File: config.mk
export PLATFORM = sky130hd
export DESIGN_NAME = sacl_ctrl
export DESIGN_NICKNAME = d
export VERILOG_FILES = /design/src/rtl/core/sacl_pkg.sv /design/src/rtl/core/sacl_ctrl.sv
export SDC_FILE = /design/constraint.sdc
export NUM_CORES = 1
export LEC_CHECK = 0
export BUFFER_PORTS_ARGS = -buffer_cell sky130_fd_sc_hd__buf_4
export CAP_MARGIN = 20
export CORE_AREA = 10 10 47 49
export CTS_BUF_LIST = sky130_fd_sc_hd__clkbuf_8
export DETAILED_ROUTE_END_ITERATION = 7
export DIE_AREA = 0 0 57 59
export PLACE_DENSITY = 0.35
export REMOVE_ABC_BUFFERS = 1
export SYNTH_ARGS = -nofsm -noshare
export SYNTH_HDL_FRONTEND = slang
export SYNTH_SLANG_ARGS = --single-unit
File: constraint.sdc
create_clock -name clk -period 2.16 [get_ports clk]
set_input_delay 0.216 -clock clk [delete_from_list [all_inputs] [get_ports clk]]
set_output_delay 0.216 -clock clk [all_outputs]
set_load 0.005 [all_outputs]
File: src/rtl/core/sacl_pkg.sv
// sacl_pkg: shared codes, state encoding and control structs for the cache
// used by sacl_ctrl, sacl_dp and set_assoc_cache_lru_coherent; no dependencies
package sacl_pkg;

  // command codes
  localparam logic [2:0] CMD_READ  = 3'd0;
  localparam logic [2:0] CMD_FETCH = 3'd1;
  localparam logic [2:0] CMD_WRITE = 3'd2;
  localparam logic [2:0] CMD_ALLOC = 3'd3;
  localparam logic [2:0] CMD_INVAL = 3'd4;
  localparam logic [2:0] CMD_QUERY = 3'd5;

  // message codes
  localparam logic [1:0] MSG_NONE      = 2'd0;
  localparam logic [1:0] MSG_WR_CLEAN  = 2'd1;
  localparam logic [1:0] MSG_WR_MISS   = 2'd2;
  localparam logic [1:0] MSG_RD_MISS   = 2'd3;

  // controller states
  typedef enum logic [3:0] {
    S_CLEAR = 4'b0001,
    S_IDLE  = 4'b0010,
    S_TAG   = 4'b0100,
    S_DATA  = 4'b1000
  } state_t;

  // controller to datapath
  typedef struct packed {
    logic clear_step;
    logic capture;
    logic lookup;
    logic finish;
  } ctl_cmd_t;

  // datapath to controller
  typedef struct packed {
    logic clear_done;
  } dp_stat_t;

endpackage

File: src/rtl/core/sacl_ctrl.sv
// sacl_ctrl: sequencing state machine of the cache (clear, lookup, data)
// depends on sacl_pkg
module sacl_ctrl
  import sacl_pkg::*;
(
  input  logic     clk,
  input  logic     rst_n,
  input  logic     start,
  input  dp_stat_t stat,
  output ctl_cmd_t cmd,
  output logic     busy
);

  state_t state_r, state_nxt;

  // state register
  always_ff @(posedge clk) begin
    if (!rst_n) begin
      state_r <= S_CLEAR;
    end else begin
      state_r <= state_nxt;
    end
  end

  // next state and commands
  always_comb begin
    state_nxt = state_r;
    cmd       = '0;
    case (state_r)
      S_CLEAR: begin
        cmd.clear_step = 1'b1;
        if (stat.clear_done) state_nxt = S_IDLE;
      end
      S_IDLE: begin
        if (start) begin
          cmd.capture = 1'b1;
          state_nxt   = S_TAG;
        end
      end
      S_TAG: begin
        cmd.lookup = 1'b1;
        state_nxt  = S_DATA;
      end
      S_DATA: begin
        cmd.finish = 1'b1;
        state_nxt  = S_IDLE;
      end
      default: state_nxt = S_CLEAR;
    endcase
  end

  assign busy = (state_r != S_IDLE);

endmodule

== After elaboration in Yosys (flattened, before gate mapping) ==
Index checks and enable logic that the tools add are counted.

* Multiplexer cells: 8
* Equal/unequal tests: 7
* Reductions and logical operators: 1

{| class="wikitable"
|+ Operators by type and width
! kind !! count
|-
| one-hot mux 4 bit (4 select lines) || 1
|-
| 2-to-1 mux 4 bit || 2
|-
| 2-to-1 mux 1 bit || 5
|-
| equality test 4 x 1 -> 1 bit (second input constant) || 1
|-
| equality test 4 x 2 -> 1 bit (second input constant) || 1
|-
| equality test 4 x 3 -> 1 bit (second input constant) || 1
|-
| equality test 4 bit (second input constant) || 1
|-
| != test 2 bit (second input constant) || 2
|-
| != test 4 x 2 -> 1 bit (second input constant) || 1
|-
| AND reduction 2 bit || 1
|}

* Bits in registers: 4
* Word-level logic and storage cells: 17

== Logic depth before layout (Yosys ltp) ==
* Word-level depth: 3
* Gate-level depth with buffers: 4
* Depth with buffers taken out: 4

== Worst setup path after synthesis ==
OpenSTA, ideal clock, no wires.

* Path kind: reg2out
* Start point: register state_r[1]
* End point: output port cmd[2] in the netlist's numbering
* Stages on the path, launching flop included: 3
* Required time: 1.944 ns
* Slack: 1.044 ns
* Buffers on the path: 0
* Arrival: 0.900 ns
* Cells stage by stage: dfxtp_1 nor4b_4 and2_1

{| class="wikitable"
|+ RTL lines
! element !! RTL line !! RTL
|-
| from (decl) || sacl_ctrl.sv:14 || <nowiki>state_t state_r, state_nxt;</nowiki>
|-
| from (signal assigned) || sacl_ctrl.sv:21 || <nowiki>state_r <= state_nxt;</nowiki>
|-
| to (decl) || sacl_ctrl.sv:10 || <nowiki>output ctl_cmd_t cmd,</nowiki>
|}

==> run_results.csv <==
group,metric,value,unit
grt,grt_start_max_net_pins,7,
sta,max_freq,0.6602,GHz
worst_setup_path,crit_family,"flip-flops",
die,dieArea,3363,um2
clock_network,cts_tree,"yes",
synth,synth_cell_type_count,14,
run_status,status,"complete, no violations",
worst_setup_path,crit_fanout,6,
job,max_cap_violations,0,
placed_design,placed_area,314.1,um2
power,power_density,783.1,nW/um2
synth,ys.flop_type,"dfxtp_1",
placed_design,hpwl,491.1,um
grt,grt_pass1_vias,232,
sta,drv_slew,0,
synth,yosysTopAreaCell,"dfxtp_1",
die,initial_core_util,0.1670,
layout,antenna_cells,0,
clock_network,clock_latency,210,ps
drt,final_antenna_net_count,0,
drt,vias,201,
clock_network,cts_root_buf,"clkbuf_8",
sta,clock_skew,1.513,ps
grt,grt.total_usage,0.04138,
drt,drtIter0Drc,8,
layout,fin_nets,37,
sta,period_share,0.7012,
synth,synth_common_cells,"4 x dfxtp_1, 2 x and2_1, 2 x nor4b_2, 2 x nor4b_4",
grt,antenna_found_initial,0,
synth,synth_edf_count,0,
clock_network,post_cts_resized,0,
power,p_leak,0.1469,nW
drt,dr.pass1.iters,3,
sta,setup_viol,0,
sta,hold_viol,0,
die,core,1401,um2
layout,regMostFlops,"state_r",
min_path,min-delay-path-class,"in2reg",
layout,design_area,355.3,um2
clock_network,postCtsSetupRepairBufs,0,
die,die_h,59,um
grt,grt_first_pass_wirelength,1007,um
sta,fin_crit,1515,ps
clock_network,postCtsHoldBufs,0,
worst_setup_path,critPathKind,"reg2out",
worst_setup_path,startpoint_type,"register",
layout,synthToLayoutAreaGrowth,51.87,%
worst_setup_path,crit_slowest_cell,"dfxtp_1",
synth,netlist_area,234.0,um2
synth,synth.most_common_cell,"dfxtp_1",
power,ir_worst_vdd,0.2809,mV
synth,yosysWarningCount,0,
sta,setup_tns,0,ps
worst_setup_path,crit_required,1940,ps
synth,netlist_top_cells_area,"dfxtp_1 34%, nor4b_4 20%, nor4b_2 13%, and2_1 5.3%, o311a_1 4.3%",
worst_setup_path,cp_data_arrival_time,1300,ps
sta,max_slew.worst_pin.slew,335.1,ps
synth,postSynthAreaPerCell,11.70,um2
drt,drt-total-wl,567,um
layout,reg_top3,"state_r x4",
clock_network,cts.path.max_buffers,2,
layout,largest_reg_flops,4,
worst_setup_path,critPathCaptureType,"primary output",
drt,drc_errors,0,
synth,yosysSeqAreaShare,0.3422,
clock_network,clock_sinks,4,
placed_design,port-buffer-count,8,
grt,overflow,0,
drt,viasPerCell,4.277,
sta,rsz0062_at_grt,"false",
layout,nFillCells,167,
die,placementRows,14,
layout,drive_gt1_frac,0.5484,
die,io_pins,9,
synth,synth_cells,20,
sta,timing.hold.ws,220.3,ps
die,fp.dieW,57,um
synth,ys_async_sr_fraction,0,
placed_design,routabilityCongestion,0.7240,
worst_setup_path,worstPathCellList,"nor4b_4 -> and2_1 -> buf_4",
layout,instances_no_fill,47,
clock_network,h-tree-depth,1,
sta,slew_headroom,0.7763,
worst_setup_path,path_buf_inv,1,
layout,multiInputGateArea,150.1,um2
layout,final-seq-area,80.08,um2
drt,wl_per_cell,12.06,um
placed_design,dp.cells,44,
worst_setup_path,max_stage_delay,490,ps
synth,synth_top_cell_area_share,0.3422,
clock_network,cts_buffers,3,
clock_network,path_clk_slew,30,ps
synth,ys_ff_latch,4,
power by group:
part	leakage (nW)	internal (mW)	switching, mW
Combinational	0.0926	0.0235	0.0120
Sequential	0.0327	0.0790	0.0110
Clock	0.0216	0.118	0.0344
worst reg2reg max path, cell delays in order (launching register included):
cell and delay [ps]:
dfxtp_1 490, nor4b_4 320, inv_2 70, nor2_2 90
o311a_1 140
path summary, 6_finish.rpt:
kind / startpoint / to / slack [ps] / depth (start not counted)
worst max-delay path: state_r[1]$_SDFFE_PN0P_ / cmd[2] / 650 / 3
worst min-delay path: rst_n / state_r[0]$_SDFFE_PN1P_ / 220 / 2
worst max register to register: state_r[1]$_SDFFE_PN0P_ / state_r[1]$_SDFFE_PN0P_ / 990 / 4
worst min register to register: state_r[0]$_SDFFE_PN1P_ / state_r[0]$_SDFFE_PN1P_ / 720 / 3
logic make-up (layout without fill, tap and decap cells):
group	Yosys count	in the layout	synth area share
AOI/OAI and AO/OA	2	2	0.07488
xor gates and xnor gates	1	1	0.03744
buffers and inverters	1	12	0.01603
DFF	4	4	0.3423
and+or+nand+nor	12	12	0.5295
layout make-up:
class / count / share of cell area
clock buffer: 3 / 0.1162
sequential: 4 / 0.2254
timing repair buffer: 8 / 0.1690
inverter: 1 / 0.01056
tap: 16 / 0.05634
multi-input combinational: 15 / 0.4225
cell usage in the layout (no fill, tap or decap):
cell type / synthesis / final
nor4b_4: 2 / 2
o31ai_1: 1 / 1
dfxtp_1: 4 / 4
nor2_2: 1 / 1
and3_1: 1 / 1
xnor2_1: 1 / 1
nand2_1: 1 / 1
clkbuf_8: 0 / 3
nor3_1: 1 / 1
nand2b_1: 1 / 1
inv_2: 1 / 1
o311a_1: 1 / 1
buf_4: 0 / 8
and2_1: 2 / 2
nor4b_2: 2 / 2
nor4_1: 1 / 1
stage by stage:
step	power (mW)	setup slack, ps	util
after global placement	0.1270	891.0	0.2241
after CTS	0.2838	630.8	0.2536
final	0.2783	645.3	0.2536
after floorplan	0.1102	1044	-
after detailed placement	0.1277	858.0	0.2241
after global routing	0.2964	570.3	0.2536
per-layer routing:
metal	GRT usage	share of wire	vias to the layer above
met2	0.05116	0.42	9
li1	-	-	99
met3	0.03219	0.13	2
met1	0.03538	0.41	91
met4	0.06040	0.041	0
met5	0	0	-
(Power assumes the default switching activity.)
